### config.mk
export PLATFORM = sky130hd
export DESIGN_NAME = ethernet_frame_receive_filter
export DESIGN_NICKNAME = d
export VERILOG_FILES = /design/src/design/efrf_pkg.sv /design/src/design/efrf_in_stage.sv /design/src/design/efrf_frame_proc.sv /design/src/design/ethernet_frame_receive_filter.sv
export SDC_FILE = /design/constraint.sdc
export NUM_CORES = 1
export LEC_CHECK = 0
export BUFFER_PORTS_ARGS = -buffer_cell sky130_fd_sc_hd__buf_2
export CORE_ASPECT_RATIO = 1.4
export CORE_UTILIZATION = 47
export CTS_CLUSTER_SIZE = 16
export DETAILED_ROUTE_END_ITERATION = 7
export MAX_ROUTING_LAYER = met4
export PLACE_DENSITY = 0.7
export SLEW_MARGIN = 20
export SYNTH_ARGS = -nofsm -noshare
export SYNTH_HDL_FRONTEND = slang
export SYNTH_SLANG_ARGS = --single-unit
### constraint.sdc
create_clock -name i_clk -period 5.7 [get_ports i_clk]
set_input_delay 1.14 -clock i_clk [delete_from_list [all_inputs] [get_ports i_clk]]
set_output_delay 1.14 -clock i_clk [all_outputs]
set_load 0.05 [all_outputs]
### src/design/efrf_pkg.sv
// Package with shared types, constants and functions of the Ethernet receive filter.
`default_nettype none

package efrf_pkg;

    localparam int unsigned C_MAX_FRAME = 65535;
    localparam int unsigned C_MIN_FRAME = 18;
    localparam logic [31:0] C_CRC_POLY  = 32'hEDB88320;
    localparam logic [31:0] C_CRC_INIT  = 32'hFFFFFFFF;
    localparam logic [7:0]  C_BCAST_BYTE = 8'hFF;

    localparam logic [15:0] C_TYPE_IPV4 = 16'h0800;
    localparam logic [15:0] C_TYPE_ARP  = 16'h0806;
    localparam logic [15:0] C_TYPE_RARP = 16'h8035;
    localparam logic [15:0] C_TYPE_SNMP = 16'h814C;
    localparam logic [15:0] C_TYPE_IPX  = 16'h8137;
    localparam logic [15:0] C_TYPE_IPV6 = 16'h86DD;
    localparam logic [15:0] C_TYPE_PPP  = 16'h880B;

    typedef enum logic [1:0] {
        ST_ACCEPTED    = 2'd0,
        ST_ADDR_MISS   = 2'd1,
        ST_CRC_ERROR   = 2'd2,
        ST_LENGTH_ERR  = 2'd3
    } t_status;

    typedef enum logic [2:0] {
        PC_OTHER = 3'd0,
        PC_IPV4  = 3'd1,
        PC_ARP   = 3'd2,
        PC_RARP  = 3'd3,
        PC_SNMP  = 3'd4,
        PC_IPX   = 3'd5,
        PC_IPV6  = 3'd6,
        PC_PPP   = 3'd7
    } t_proto;

    typedef struct packed {
        logic       last;
        logic [7:0] data;
    } t_in_item;

    typedef struct packed {
        logic [15:0] frame_length;
        t_proto      protocol_class;
        logic [15:0] ether_type;
        logic        is_broadcast;
        t_status     status;
    } t_result;

    // One entry of the byte-wise reflected CRC-32 table.
    function automatic logic [31:0] crc_table(input logic [7:0] idx);
        logic [31:0] c;
        c = {24'd0, idx};
        for (int k = 0; k < 8; k++) begin
            if (c[0]) begin
                c = (c >> 1) ^ C_CRC_POLY;
            end else begin
                c = c >> 1;
            end
        end
        return c;
    endfunction

    function automatic logic [31:0] crc_update(input logic [31:0] crc, input logic [7:0] b);
        return crc_table(crc[7:0] ^ b) ^ (crc >> 8);
    endfunction

    function automatic t_proto class_of(input logic [15:0] t);
        t_proto p;
        case (t)
            C_TYPE_IPV4: p = PC_IPV4;
            C_TYPE_ARP:  p = PC_ARP;
            C_TYPE_RARP: p = PC_RARP;
            C_TYPE_SNMP: p = PC_SNMP;
            C_TYPE_IPX:  p = PC_IPX;
            C_TYPE_IPV6: p = PC_IPV6;
            C_TYPE_PPP:  p = PC_PPP;
            default:     p = PC_OTHER;
        endcase
        return p;
    endfunction

endpackage

`default_nettype wire

### src/design/efrf_in_stage.sv
// Input register stage that holds one received byte until the frame logic takes it.
`default_nettype none

module efrf_in_stage
    import efrf_pkg::*;
(
    input  wire logic     i_clk,
    input  wire logic     i_rst_n,
    input  wire logic     i_valid,
    output logic          o_ready,
    input  wire t_in_item i_item,
    output logic          o_valid,
    output t_in_item      o_item,
    input  wire logic     i_pop
);

    logic     r_valid;
    t_in_item r_item;
    logic     n_valid;
    logic     take;

    assign o_ready = !r_valid || i_pop;
    assign take    = i_valid && o_ready;
    assign o_valid = r_valid;
    assign o_item  = r_item;

    always_comb begin
        n_valid = r_valid;
        if (take) begin
            n_valid = 1'b1;
        end else if (i_pop) begin
            n_valid = 1'b0;
        end
    end

    always_ff @(posedge i_clk) begin
        if (!i_rst_n) begin
            r_valid <= 1'b0;
        end else begin
            r_valid <= n_valid;
        end
    end

    always_ff @(posedge i_clk) begin
        if (take) begin
            r_item <= i_item;
        end
    end

endmodule

`default_nettype wire

### src/design/efrf_frame_proc.sv
// Per-frame address, type, length and CRC tracking with the result register.
`default_nettype none

module efrf_frame_proc
    import efrf_pkg::*;
#(
    parameter int unsigned P_MAX_FRAME = C_MAX_FRAME
) (
    input  wire logic        i_clk,
    input  wire logic        i_rst_n,
    input  wire logic        i_cfg_wr_en,
    input  wire logic [47:0] i_cfg_wr_data,
    input  wire logic        i_valid,
    input  wire t_in_item    i_item,
    output logic             o_pop,
    output logic             o_res_valid,
    output t_result          o_result,
    input  wire logic        i_res_ready
);

    localparam logic [16:0] L_MAX_LEN = 17'(P_MAX_FRAME);
    localparam logic [15:0] L_MIN_LEN = 16'(C_MIN_FRAME);

    logic [47:0] r_station;
    logic [15:0] r_byte_count;
    logic [31:0] r_crc;
    logic [31:0] r_tail;
    logic        r_bcast_match;
    logic        r_sta_match;
    logic [15:0] r_type;
    logic        r_too_long;
    logic        r_out_valid;
    t_result     r_result;

    logic [15:0] n_byte_count;
    logic [31:0] n_crc;
    logic [31:0] n_tail;
    logic        n_bcast_match;
    logic        n_sta_match;
    logic [15:0] n_type;
    logic        n_too_long;
    logic        n_out_valid;
    t_result     n_result;

    logic        advance;
    logic [7:0]  sta_byte;
    logic [15:0] pos;

    assign pos         = r_byte_count;
    assign advance     = i_valid && (!i_item.last || !r_out_valid || i_res_ready);
    assign o_pop       = advance;
    assign o_res_valid = r_out_valid;
    assign o_result    = r_result;

    always_comb begin
        case (pos[2:0])
            3'd0:    sta_byte = r_station[47:40];
            3'd1:    sta_byte = r_station[39:32];
            3'd2:    sta_byte = r_station[31:24];
            3'd3:    sta_byte = r_station[23:16];
            3'd4:    sta_byte = r_station[15:8];
            3'd5:    sta_byte = r_station[7:0];
            default: sta_byte = 8'd0;
        endcase
    end

    always_comb begin
        n_byte_count  = r_byte_count;
        n_crc         = r_crc;
        n_tail        = r_tail;
        n_bcast_match = r_bcast_match;
        n_sta_match   = r_sta_match;
        n_type        = r_type;
        n_too_long    = r_too_long;
        n_out_valid   = r_out_valid && !i_res_ready;
        n_result      = r_result;

        if (advance) begin
            if (pos == 16'hFFFF) begin
                n_too_long = 1'b1;
            end else begin
                if (pos < 16'd6) begin
                    if (i_item.data != C_BCAST_BYTE) begin
                        n_bcast_match = 1'b0;
                    end
                    if (i_item.data != sta_byte) begin
                        n_sta_match = 1'b0;
                    end
                end else if (pos == 16'd12) begin
                    n_type = {i_item.data, 8'd0};
                end else if (pos == 16'd13) begin
                    n_type = {r_type[15:8], i_item.data};
                end
                if (pos >= L_MIN_LEN) begin
                    n_crc = crc_update(r_crc, r_tail[7:0]);
                end
                n_byte_count = pos + 16'd1;
            end
            n_tail = {i_item.data, r_tail[31:8]};

            if (i_item.last) begin
                n_out_valid                 = 1'b1;
                n_result.frame_length       = n_byte_count;
                n_result.is_broadcast       = n_bcast_match;
                n_result.ether_type         = n_type;
                n_result.protocol_class     = class_of(n_type);
                if (n_too_long || n_byte_count < L_MIN_LEN
                        || {1'b0, n_byte_count} > L_MAX_LEN) begin
                    n_result.status         = ST_LENGTH_ERR;
                    n_result.is_broadcast   = 1'b0;
                    n_result.ether_type     = 16'd0;
                    n_result.protocol_class = PC_OTHER;
                end else if (!n_bcast_match && !n_sta_match) begin
                    n_result.status = ST_ADDR_MISS;
                end else if ((n_crc ^ C_CRC_INIT) != n_tail) begin
                    n_result.status = ST_CRC_ERROR;
                end else begin
                    n_result.status = ST_ACCEPTED;
                end

                n_byte_count  = 16'd0;
                n_crc         = C_CRC_INIT;
                n_tail        = 32'd0;
                n_bcast_match = 1'b1;
                n_sta_match   = 1'b1;
                n_type        = 16'd0;
                n_too_long    = 1'b0;
            end
        end
    end

    always_ff @(posedge i_clk) begin
        if (!i_rst_n) begin
            r_station     <= 48'd0;
            r_byte_count  <= 16'd0;
            r_crc         <= C_CRC_INIT;
            r_tail        <= 32'd0;
            r_bcast_match <= 1'b1;
            r_sta_match   <= 1'b1;
            r_type        <= 16'd0;
            r_too_long    <= 1'b0;
            r_out_valid   <= 1'b0;
        end else begin
            if (i_cfg_wr_en) begin
                r_station <= i_cfg_wr_data;
            end
            r_byte_count  <= n_byte_count;
            r_crc         <= n_crc;
            r_tail        <= n_tail;
            r_bcast_match <= n_bcast_match;
            r_sta_match   <= n_sta_match;
            r_type        <= n_type;
            r_too_long    <= n_too_long;
            r_out_valid   <= n_out_valid;
        end
    end

    always_ff @(posedge i_clk) begin
        r_result <= n_result;
    end

endmodule

`default_nettype wire

### src/design/ethernet_frame_receive_filter.sv
// Top level of the Ethernet receive filter with destination, length and CRC-32 checks.
//
// Frames arrive one byte per transfer on the s_axis channel in wire order, with
// s_axis_tlast set on the final byte. Every frame yields one status transfer on
// the m_axis channel, and no other byte yields any output.
// The station address resets to zero; the user must write it through i_cfg_wr_en
// and i_cfg_wr_data only while no frame is in flight; the block does not enforce it.
// One byte is accepted per clock unless a last byte waits on a pending status. Each
// byte passes an input register and then the frame logic, whose per-byte CRC update
// is a single table lookup; a frame's status is captured in the output register
// when its last byte leaves the input register, and is then valid on m_axis.
// The output register holds a status while the sink stalls, and bytes keep
// flowing in behind it until the next frame's last byte reaches the frame logic;
// that byte then waits until the pending status has been taken.
// Reset is synchronous and active low. It clears both valid flags and all
// per-frame state, so the first byte after reset starts a new frame.
`default_nettype none

module ethernet_frame_receive_filter
    import efrf_pkg::*;
#(
    parameter int unsigned P_MAX_FRAME = C_MAX_FRAME
) (
    input  wire logic        i_clk,
    input  wire logic        i_rst_n,
    input  wire logic        i_cfg_wr_en,
    input  wire logic [47:0] i_cfg_wr_data,
    input  wire logic        s_axis_tvalid,
    output logic             s_axis_tready,
    input  wire logic [7:0]  s_axis_tdata,   // [7:0] frame_byte
    input  wire logic        s_axis_tlast,
    output logic             m_axis_tvalid,
    input  wire logic        m_axis_tready,
    // [1:0] status, [2] is_broadcast, [18:3] ether_type, [21:19] protocol_class,
    // [37:22] frame_length, [39:38] zero
    output logic [39:0]      m_axis_tdata
);

    t_in_item in_item;
    t_in_item stage_item;
    logic     stage_valid;
    logic     pop;
    t_result  result;

    assign in_item.data = s_axis_tdata;
    assign in_item.last = s_axis_tlast;

    efrf_in_stage u_in_stage (
        .i_clk   (i_clk),
        .i_rst_n (i_rst_n),
        .i_valid (s_axis_tvalid),
        .o_ready (s_axis_tready),
        .i_item  (in_item),
        .o_valid (stage_valid),
        .o_item  (stage_item),
        .i_pop   (pop)
    );

    efrf_frame_proc #(
        .P_MAX_FRAME (P_MAX_FRAME)
    ) u_frame_proc (
        .i_clk         (i_clk),
        .i_rst_n       (i_rst_n),
        .i_cfg_wr_en   (i_cfg_wr_en),
        .i_cfg_wr_data (i_cfg_wr_data),
        .i_valid       (stage_valid),
        .i_item        (stage_item),
        .o_pop         (pop),
        .o_res_valid   (m_axis_tvalid),
        .o_result      (result),
        .i_res_ready   (m_axis_tready)
    );

    assign m_axis_tdata = {2'b00, result};

endmodule

`default_nettype wire

* Word level (Yosys, flattened, before mapping) *
Index checks and enable logic that the tools add are counted.

word-level totals
  register bits = 196
  bits in latches = 0
  RAM bits = 0
  ROM bits = 0
  input port bits = 62
  output and inout bits = 42
  logic and storage cells = 136
  memories kept = 0

cells by class
  add/subtract/negate cells = 1
  $mul = 0
  div/mod/pow operators = 0
  order comparisons = 3
  equal/unequal tests = 18
  shift operators = 0
  multiplexer cells = 67
  bitwise gates (word level) = 11
  reductions and logical operators = 18

operators with widths
  operator                                                                  count
  32-bit two-way mux                                                        37
  16-bit two-way mux                                                        8
  13-bit inverter with 14-bit output                                        7
  16-bit equality test (second input constant)                              6
  8-bit case mux with 6 select lines                                        1
  16-bit by 12-bit equality test with 1-bit output (second input constant)  2
  16-bit by 4-bit equality test with 1-bit output (second input constant)   2
  32-bit inequality test                                                    1
  32-bit inverter                                                           1
  32-bit by 24-bit bitwise XOR with 32-bit output                           1
  3-bit case mux with 7 select lines                                        1
  1-bit two-way mux                                                         17
  16-bit by 1-bit adder with 16-bit output (second input constant)          1
  16-bit by 5-bit >= comparator with 1-bit output (second input constant)   1
  16-bit by 3-bit < comparator with 1-bit output (second input constant)    1
  16-bit by 5-bit < comparator with 1-bit output (second input constant)    1
  1-bit inverter with 14-bit output                                         1
  8-bit two-way mux                                                         1
  8-bit inequality test                                                     1
  8-bit inequality test (second input constant)                             1
  8-bit bitwise XOR                                                         1
  3-bit by 2-bit equality test with 1-bit output (second input constant)    2
  3-bit equality test (second input constant)                               2
  1-bit logical NOT                                                         6
  8 further kinds                                                           15

* Longest topological paths before layout *
Gate-level depths: netlist of the first run.

  depth in word-level cells = 49
  gate-level depth with buffers = 13
  gate-level depth less buffers = 10

* By module *
A second synthesis of the first run with hierarchy kept.

second synthesis, totals
  cells, all modules = 1039
  area total of the unflattened synthesis = 10023.4 um^2

modules (own cells, without submodules)
  module                         instances  cells an instance  area each (um^2)  seq. area each (um^2)
  efrf_frame_proc                1          1022               9676.8            4103.9
  efrf_in_stage                  1          14                 327.8             290.3
  ethernet_frame_receive_filter  1          3                  18.8              0.0

* Worst setup path before layout of the first run *
OpenSTA, ideal clock, no wires.

  kind = reg-to-reg
  start point = register u_frame_proc.r_byte_count[2] (netlist: u_frame_proc.pos[2])
  end point = register u_frame_proc.r_result (netlist bit u_frame_proc.o_result[11]), data pin
  setup time = 267 ps
  arrival time = 3142 ps
  required time = 5433 ps
  setup slack = 2292 ps
  stages on the path, launching flop included = 14
  buffers on the path = 4
  clock period less this slack = 3408 ps
  cells stage by stage = dfxtp_1 clkbuf_1 clkbuf_1 clkbuf_1 inv_1 ha_1 nand2b_1 a21oi_1 o22ai_1 a211o_1 or4_1 o21ai_2 buf_2 nor2_1

between the ends
  word-level cells in the longest chain between the ends = 5
  elaborated cells on any way between the ends = 14
  classes of those cells = 1 x add/sub; 2 x order compare; 2 x eq/ne; 8 x mux; 1 x reduce/logical

RTL lines
  item                                                                                         line                                           text
  start, declared                                                                              efrf_frame_proc.sv:25                          logic [15:0] r_byte_count;
  start signal, assigned                                                                       efrf_frame_proc.sv:147                         r_byte_count <= n_byte_count;
  16-bit by 1-bit adder with 16-bit output, or another cell as far along                       efrf_frame_proc.sv:97                          n_byte_count = pos + 16'd1;
  16-bit two-way mux (on tied branches)                                                        efrf_frame_proc.sv:79, efrf_frame_proc.sv:89
  16-bit two-way mux (on tied branches)                                                        efrf_frame_proc.sv:78, efrf_frame_proc.sv:82
  16-bit by 5-bit < comparator with 1-bit output / 16-bit two-way mux (equally long branches)  efrf_frame_proc.sv:107, efrf_frame_proc.sv:79
  1-bit logical OR / 16-bit two-way mux (equally long branches)                                efrf_frame_proc.sv:107, efrf_frame_proc.sv:78
  end signal, assigned                                                                         efrf_frame_proc.sv:159                         r_result <= n_result;
  end, declared                                                                                efrf_frame_proc.sv:33                          t_result r_result;

Several ways; a longest one is shown, not always the timed one. The select of a mux whose other input is x is not followed.
A chain may end at the register's enable or synchronous reset.

* Final worst setup path of the first run *
  start point = register u_frame_proc.r_byte_count[1] (netlist: u_frame_proc.pos[1])
  end point = register u_frame_proc.r_result (netlist bit u_frame_proc.o_result[1]), data pin

between the ends
  word-level cells in the longest chain between the ends = 10
  elaborated cells on any way between the ends = 35
  classes of those cells = 1 x add/sub; 3 x order compare; 8 x eq/ne; 17 x mux; 1 x bitwise; 5 x reduce/logical

RTL lines
  item
  parallel branches: the longest is 10 deep, another holds 16-bit by 1-bit adder with 16-bit output

Parallel ways; which one is timed is not known. The select of a mux whose other input is x is not followed.

==> impl_metrics.csv, run 1 <==
group,metric,value,unit
run_status,outcome,"finished, final reports clean",
sta,rsz0062_at_grt,"false",
route,highest_layer,"met4",
clock_tree,cts_tree,"yes",
cells_and_area,final_cell_mix,"149 x dfxtp_1, 111 x nand2_1, 101 x buf_2",
logic_synthesis,yosysTopAreaCellShare,0.283,
setup_path,crit_path_end,"u_frame_proc.o_result[1]",
sta,hold_viol,0,
floorplan,die_area,23000,um^2
cells_and_area,multi_input_area,5740,um^2
logic_synthesis,syn_area,10500,um^2
route,drt-wirelength-per-cell,19.2,um
logic_synthesis,synth_warnings,0,
sta,fmax,249,MHz
setup_path,crit_start,"u_frame_proc.pos[1]",
setup_path,cp.required,6.00,ns
logic_synthesis,synth_edf_count,47,
power_and_ir_drop,p_switching,0.765,mW
setup_path,worstPathArrival,4.31,ns
power_and_ir_drop,power_leakage,4.63,nW
power_and_ir_drop,power_density,246,nW/um^2
power_and_ir_drop,clockPowerShare,0.422,
placed_design,dpl-instance-area,11200,um^2
clock_tree,cts_resized,0,
route,route.met3.wl,1600,um
clock_tree,hold_buffers,0,
clock_tree,clock-root-buffer,"clkbuf_16",
sta,finalSetupViolCount,0,
setup_path,worstSetupPathType,"reg2reg",
setup_path,cp.depth,9,
placed_design,detailed_place_hpwl,19300,um
clock_tree,cts_max_path_buffers,2,
cells_and_area,regArea,4390,um^2
setup_path,critPathLaunchType,"flop",
logic_synthesis,synth_area_per_cell,9.60,um^2
clock_tree,clk_latency,0.45,ns
setup_path,r2r-end,"u_frame_proc.o_result[1]",
floorplan,initial_utilization,0.480,
floorplan,io_pins,104,
grt,grt_pass1_wl,44000,um
grt,antenna_found_initial,0,
floorplan,die_y,179,um
sta,fin_crit,4.01,ns
route,wl,28000,um
grt,grt_pass1_vias,7991,
sta,clock-skew-final,0.0126,ns
floorplan,fp.dieW,129,um
cells_and_area,final_common_cell,"dfxtp_1",
setup_path,crit_fanout,23,
logic_synthesis,synth.area.top_cells,"dfxtp_1 28%, edfxtp_1 13%, mux2i_1 6.6%",
setup_path,crit_slowest_cell,"nor4_2",
placed_design,place_congestion,0.993,
grt,overflow,0,
setup_path,path_common_cell,"nor4_2",
sta,period_share,0.703,
sta,hold_slack,0.478,ns
run,maxCapViolCount,0,
setup_path,path_buf_inv,0,
power_and_ir_drop,power.share.switching,0.265,
logic_synthesis,synthCells,1097,
sta,slew_violations,0,
power_and_ir_drop,ir_drop,198,uV
power_and_ir_drop,p_int,2.13,mW
logic_synthesis,synth-seq-cells,196,
cells_and_area,design_area,11800,um^2
placed_design,port_buffers,101,
route,ant_nets,0,
grt,globalRouteTotalUtil,0.258,
power_and_ir_drop,combinationalPowerShare,0.066,
placed_design,dp_worst_setup_slack,1.79,ns
setup_path,crit_path_end_kind,"flop",
route,dr_wl_met2,13700,um
hold_path,min_path_type,"reg2reg",
cells_and_area,area_growth,11.8,%
clock_tree,htree_levels,4,
clock_tree,post_cts_buffers,0,
route,viasPerCell,5.80,
route,drtIter0Drc,712,
route,drtPass1Iterations,5,
power_and_ir_drop,pwr-share-seq,0.511,
clock_tree,clock_sinks,196,
route,drc,0,
floorplan,coreArea,21900,um^2
floorplan,rows,64,
grt,grt_max_degree,115,
sta,tightest_slew,1.07,ns
cells_and_area,num-nets-final,1214,
setup_path,rrSetupSlack,1.69,ns
sta,slew_headroom,0.282,
logic_synthesis,synth_cell_types,69,
logic_synthesis,synth_seq_area_share,0.417,
setup_path,crit_family,"simple AND/OR/NAND/NOR gates",
sta,fin_ws,1.69,ns
cells_and_area,fillers,2026,
sta,tns,0,ns
logic_synthesis,async_flop_share,0,
logic_synthesis,synth_top_cell_by_area,"dfxtp_1",
setup_path,path_cells,"ha_1 -> nand4_1 -> nor4_2 -> nor2_1 -> mux2i_1 -> or4_1 -> o21ai_2 -> nor4_2 -> a31oi_1",
setup_path,worst_r2r_path_depth,9,
route,wl_met1,11600,um
cells_and_area,antenna_cells,0,
route,via_count,8456,
clock_tree,numCtsBuffers,17,
setup_path,slowest_delay,0.84,ns
logic_synthesis,yosys_most_used_dff,"dfxtp_1",
clock_tree,clk_pin_slew,0.08,ns
cells_and_area,drive_gt1_frac,0.162,
setup_path,reg2reg_from,"u_frame_proc.pos[1]",
-- through the flow --
step	std cells	utilization	total power, mW
after global routing	1457	0.537	2.98
after global placement	1425	0.509	1.70
after floorplan	1098	-	1.63
final	1457	0.537	2.89
after detailed placement	1425	0.509	1.70
after CTS	1457	0.537	2.91
-- synth_stat cells (4+ instances only) --
cell type	n
a21boi_0	34
a21oi_1	28
a221oi_1	9
a222oi_1	6
a22o_1	5
a22oi_1	27
a31oi_1	9
and2_1	6
buf_1	6
buf_2	10
buf_4	4
clkbuf_1	63
dfxtp_1	149
edfxtp_1	47
ha_1	5
inv_1	14
mux2_2	9
mux2i_1	69
nand2_1	112
nand2b_1	4
nand3_1	29
nand3b_1	29
nand4_1	12
nor2_1	43
nor2b_1	83
nor3_1	25
nor4_1	13
o211ai_1	23
o21ai_0	40
or2_2	5
or3_1	7
or4_1	7
xnor2_1	55
xnor2_2	9
xnor3_1	12
xor2_1	34
-- worst min-delay path by stage --
| stage | cells past startpoint | end | start | slack, ns |
|---|---|---|---|---|
| floorplan | 2 | u_frame_proc.r_bcast_match | u_frame_proc.r_bcast_match | 0.43 |
| global placement | 2 | u_frame_proc.r_bcast_match | u_frame_proc.r_bcast_match | 0.45 |
| detailed placement | 2 | u_frame_proc.r_bcast_match | u_frame_proc.r_bcast_match | 0.46 |
| CTS | 2 | u_frame_proc.r_bcast_match | u_frame_proc.r_bcast_match | 0.48 |
| global route | 2 | u_frame_proc.r_tail[0] | u_frame_proc.r_tail[0] | 0.52 |
| finish | 2 | u_frame_proc.r_bcast_match | u_frame_proc.r_bcast_match | 0.48 |
-- cell families (layout without fill, tap and decap cells) --
| group | Yosys count | after routing | synth area share |
|---|---|---|---|
| AO/OA/AOI/OAI | 211 | 211 | 0.139 |
| XOR/XNOR | 113 | 113 | 0.121 |
| adder cells (fa/ha/maj) | 5 | 5 | 0.00594 |
| buffers and inverters | 100 | 162 | 0.0404 |
| flip-flops | 196 | 196 | 0.417 |
| multiplexers | 78 | 78 | 0.0752 |
| other | 1 | 2 | 0.000356 |
| AND/OR/NAND/NOR | 393 | 393 | 0.201 |
-- cell type report --
class	count	share of cell area
clock inverters	15	0.0149
clock buffers	17	0.0361
inverters	14	0.00446
well taps	297	0.0316
flip-flops and latches	196	0.373
repair buffers	116	0.0525
multi-input cells	802	0.487
-- tightest hold or removal path, cell delays in order, from the launching register on --
cell and delay (ns):
dfxtp_1 0.33, nand2_1 0.05, nand3_1 0.07
-- power by group through the flow --
stage	combinational, mW	clock, mW	sequential [mW]
2_1_floorplan	0.131	0	1.50
3_3_place_gp	0.190	0	1.51
3_5_place_dp	0.192	0	1.51
4_1_cts	0.192	1.24	1.48
5_1_grt	0.207	1.29	1.48
6_report	0.191	1.22	1.48
-- state kept, by name, summed over array words and instances (netlist names), 9 cells and up --
name,flops
u_frame_proc.o_result,38
u_frame_proc.pos,16
u_frame_proc.r_crc,32
u_frame_proc.r_station,48
u_frame_proc.r_tail,32
u_frame_proc.r_type,16
u_in_stage.o_item,9
-- routing by layer --
layer,GRT usage,vias up
li1,-,4010
met1,0.304,4026
met2,0.429,338
met3,0.0436,82
met4,0.118,0
met5,-,-
No activity file was read; power rests on OpenSTA's default activity.
==> run 2: changes to the inputs <==
--- a/config.mk
+++ b/config.mk
@@ -11,7 +11,7 @@
 export CTS_CLUSTER_SIZE = 16
 export DETAILED_ROUTE_END_ITERATION = 7
 export MAX_ROUTING_LAYER = met4
-export PLACE_DENSITY = 0.7
+export PLACE_DENSITY = 0.72
 export SLEW_MARGIN = 20
 export SYNTH_ARGS = -nofsm -noshare
 export SYNTH_HDL_FRONTEND = slang
==> constraint.sdc (replaced) <==
create_clock -name i_clk -period 3.3 [get_ports i_clk]
set_input_delay 0.66 -clock i_clk [delete_from_list [all_inputs] [get_ports i_clk]]
set_output_delay 0.66 -clock i_clk [all_outputs]
set_load 0.05 [all_outputs]
==> run 2 against run 1 <==
Compared with the run above: clock skew is 0.0024 ns higher; combinational power is 79% higher; flip-flop and latch count unchanged; setup slack worse by 1.5 ns; critical endpoint unchanged; hold slack worse by 0.10 ns; critical path type unchanged.
==> impl_metrics.csv, run 2 (synthesized netlist as in run 1, its figures left out) <==
group,metric,value,unit
clock_tree,htree_levels,4,
clock_tree,clk_latency,0.45,ns
setup_path,worstSetupPathType,"reg2reg",
setup_path,slowest_delay,0.44,ns
placed_design,port_buffers,101,
clock_tree,clock-root-buffer,"clkbuf_16",
cells_and_area,final_common_cell,"dfxtp_1",
sta,slew_headroom,0.495,
setup_path,crit_family,"simple AND/OR/NAND/NOR gates",
cells_and_area,largest_reg_flops,48,
clock_tree,cts_max_path_buffers,2,
floorplan,die_y,179,um
floorplan,coreArea,21900,um^2
route,viasPerCell,5.60,
route,drt-wirelength-per-cell,18.6,um
route,drtPass1Iterations,6,
route,drc,0,
setup_path,crit_fanout,14,
grt,globalRouteTotalUtil,0.262,
power_and_ir_drop,pwr-share-seq,0.511,
cells_and_area,antenna_cells,0,
clock_tree,cts_tree,"yes",
grt,grt_pass1_wl,44700,um
sta,fin_crit,3.11,ns
hold_path,min_path_type,"in2reg",
setup_path,cp.required,3.50,ns
sta,fmax,322,MHz
route,via_count,8447,
cells_and_area,final_cells,1509,
hold_path,hp-start,"s_axis_tdata[1]",
setup_path,crit_start,"u_frame_proc.pos[0]",
sta,hold_viol,0,
setup_path,path_buf_inv,2,
setup_path,worstPathArrival,3.31,ns
placed_design,place_congestion,0.947,
grt,antenna_found_initial,0,
run,maxCapViolCount,0,
cells_and_area,area_growth,15.9,%
route,drtIter0Drc,624,
setup_path,crit_path_end_kind,"flop",
cells_and_area,drive_gt1_frac,0.201,
grt,overflow,0,
floorplan,rows,64,
placed_design,dp.cells,1477,
setup_path,critPathLaunchType,"flop",
clock_tree,clk_pin_slew,0.08,ns
floorplan,io_pins,104,
sta,rsz0062_at_grt,"false",
route,wl,28100,um
floorplan,initial_utilization,0.480,
cells_and_area,num-nets-final,1266,
grt,grt_max_degree,84,
grt,grt_pass1_vias,8227,
sta,period_share,0.942,
placed_design,detailed_place_hpwl,20300,um
power_and_ir_drop,combinationalPowerShare,0.068,
route,ant_nets,0,
floorplan,fp.dieW,129,um
clock_tree,clock_sinks,196,
sta,finalSetupViolCount,0,
setup_path,crit_slowest_cell,"dfxtp_1",
sta,slew_violations,0,
power_and_ir_drop,power_leakage,4.90,nW
cells_and_area,regMostFlops,"u_frame_proc.r_station",
cells_and_area,final_cell_mix,"148 x dfxtp_1, 111 x nand2_1, 101 x buf_2",
setup_path,path_cells,"inv_1 -> ha_1 -> o41a_1 -> nor4_4 -> or2_4 -> buf_4 -> o21ai_0 -> xor2_1 -> nand4_1 -> nor4_1 -> a31oi_1",
power_and_ir_drop,ir_drop,346,uV
power_and_ir_drop,power_density,409,nW/um^2
sta,clock-skew-final,0.0150,ns
run_status,outcome,"finished, final reports clean",
power_and_ir_drop,power.share.switching,0.263,
clock_tree,numCtsBuffers,17,
sta,tightest_slew,0.754,ns
power_and_ir_drop,clockPowerShare,0.421,
floorplan,die_area,23000,um^2
power_and_ir_drop,p_int,3.68,mW
power_and_ir_drop,p_switching,1.32,mW
setup_path,reg2reg_from,"u_frame_proc.pos[0]",
sta,tns,0,ns
[run 2: cell count changes in the layout (fill, tap and decap cells not counted), sizes merged]
| cell | delta |
|---|---|
| buf | +52 |
[run 2: worst register-to-register path, stage by stage, from the launching register on]
cell and delay (ns):
dfxtp_1 0.44, inv_1 0.12, ha_1 0.23, o41a_1 0.37, nor4_4 0.25, or2_4 0.26
buf_4 0.24, o21ai_0 0.14, xor2_1 0.16, nand4_1 0.17, nor4_1 0.36, a31oi_1 0.12
[run 2: final timing paths]
kind,endpoint,slack (ns),depth (start not counted)
worst min register to register,u_frame_proc.r_bcast_match,0.47,2
worst min-delay path,u_in_stage.o_item[1],0.38,1
worst max register to register,u_frame_proc.o_result[1],0.19,11
worst max-delay path,u_frame_proc.o_result[1],0.19,11
[run 2: layout make-up]
class | count | area [um^2]
Timing Repair Buffer | 168 | 1050
Fill cell | 1970 | 9730
Clock inverter | 15 | 174
Tap cell | 297 | 372
Clock buffer | 17 | 425
Multi-Input combinational cell | 802 | 5750
Sequential cell | 196 | 4400
Inverter | 14 | 52.6
[run 2: power by group through the flow]
stage,Clock (mW),Sequential [mW],Combinational (mW)
finish,2.10,2.55,0.341
global route,2.24,2.56,0.369
CTS,2.14,2.55,0.342
detailed placement,0,2.61,0.341
global placement,0,2.61,0.335
floorplan,0,2.59,0.225
[run 2: per-layer routing]
layer | wire length, um | up-vias | global-route usage | part of all wire
met5 | 0 | - | - | 0
met4 | 811 | 0 | 0.112 | 0.029
met3 | 1290 | 55 | 0.0397 | 0.046
met2 | 13900 | 254 | 0.430 | 0.50
met1 | 12100 | 4020 | 0.318 | 0.43
li1 | - | 4118 | - | -
[run 2: repair_timing]
action / 4_1_cts / 5_1_grt
gates resized for setup: 0 / 4
hold buffers: 0 / 0
setup buffers: 0 / 0
setup endpoints to repair: 0 / 4
[run 2: per-stage QoR]
| stage | setup slack, ns | power [mW] | hold WS [ns] | util | cell area, um^2 |
|---|---|---|---|---|---|
| floorplan | 0.0860 | 2.82 | 0.435 | - | 10500 |
| global placement | 0.237 | 2.94 | 0.447 | 0.529 | 11600 |
| detailed placement | 0.151 | 2.95 | 0.447 | 0.529 | 11600 |
| CTS | 0.152 | 5.04 | 0.361 | 0.556 | 12200 |
| global route | 0.0382 | 5.17 | 0.363 | 0.557 | 12200 |
| finish | 0.191 | 5.00 | 0.375 | 0.557 | 12200 |
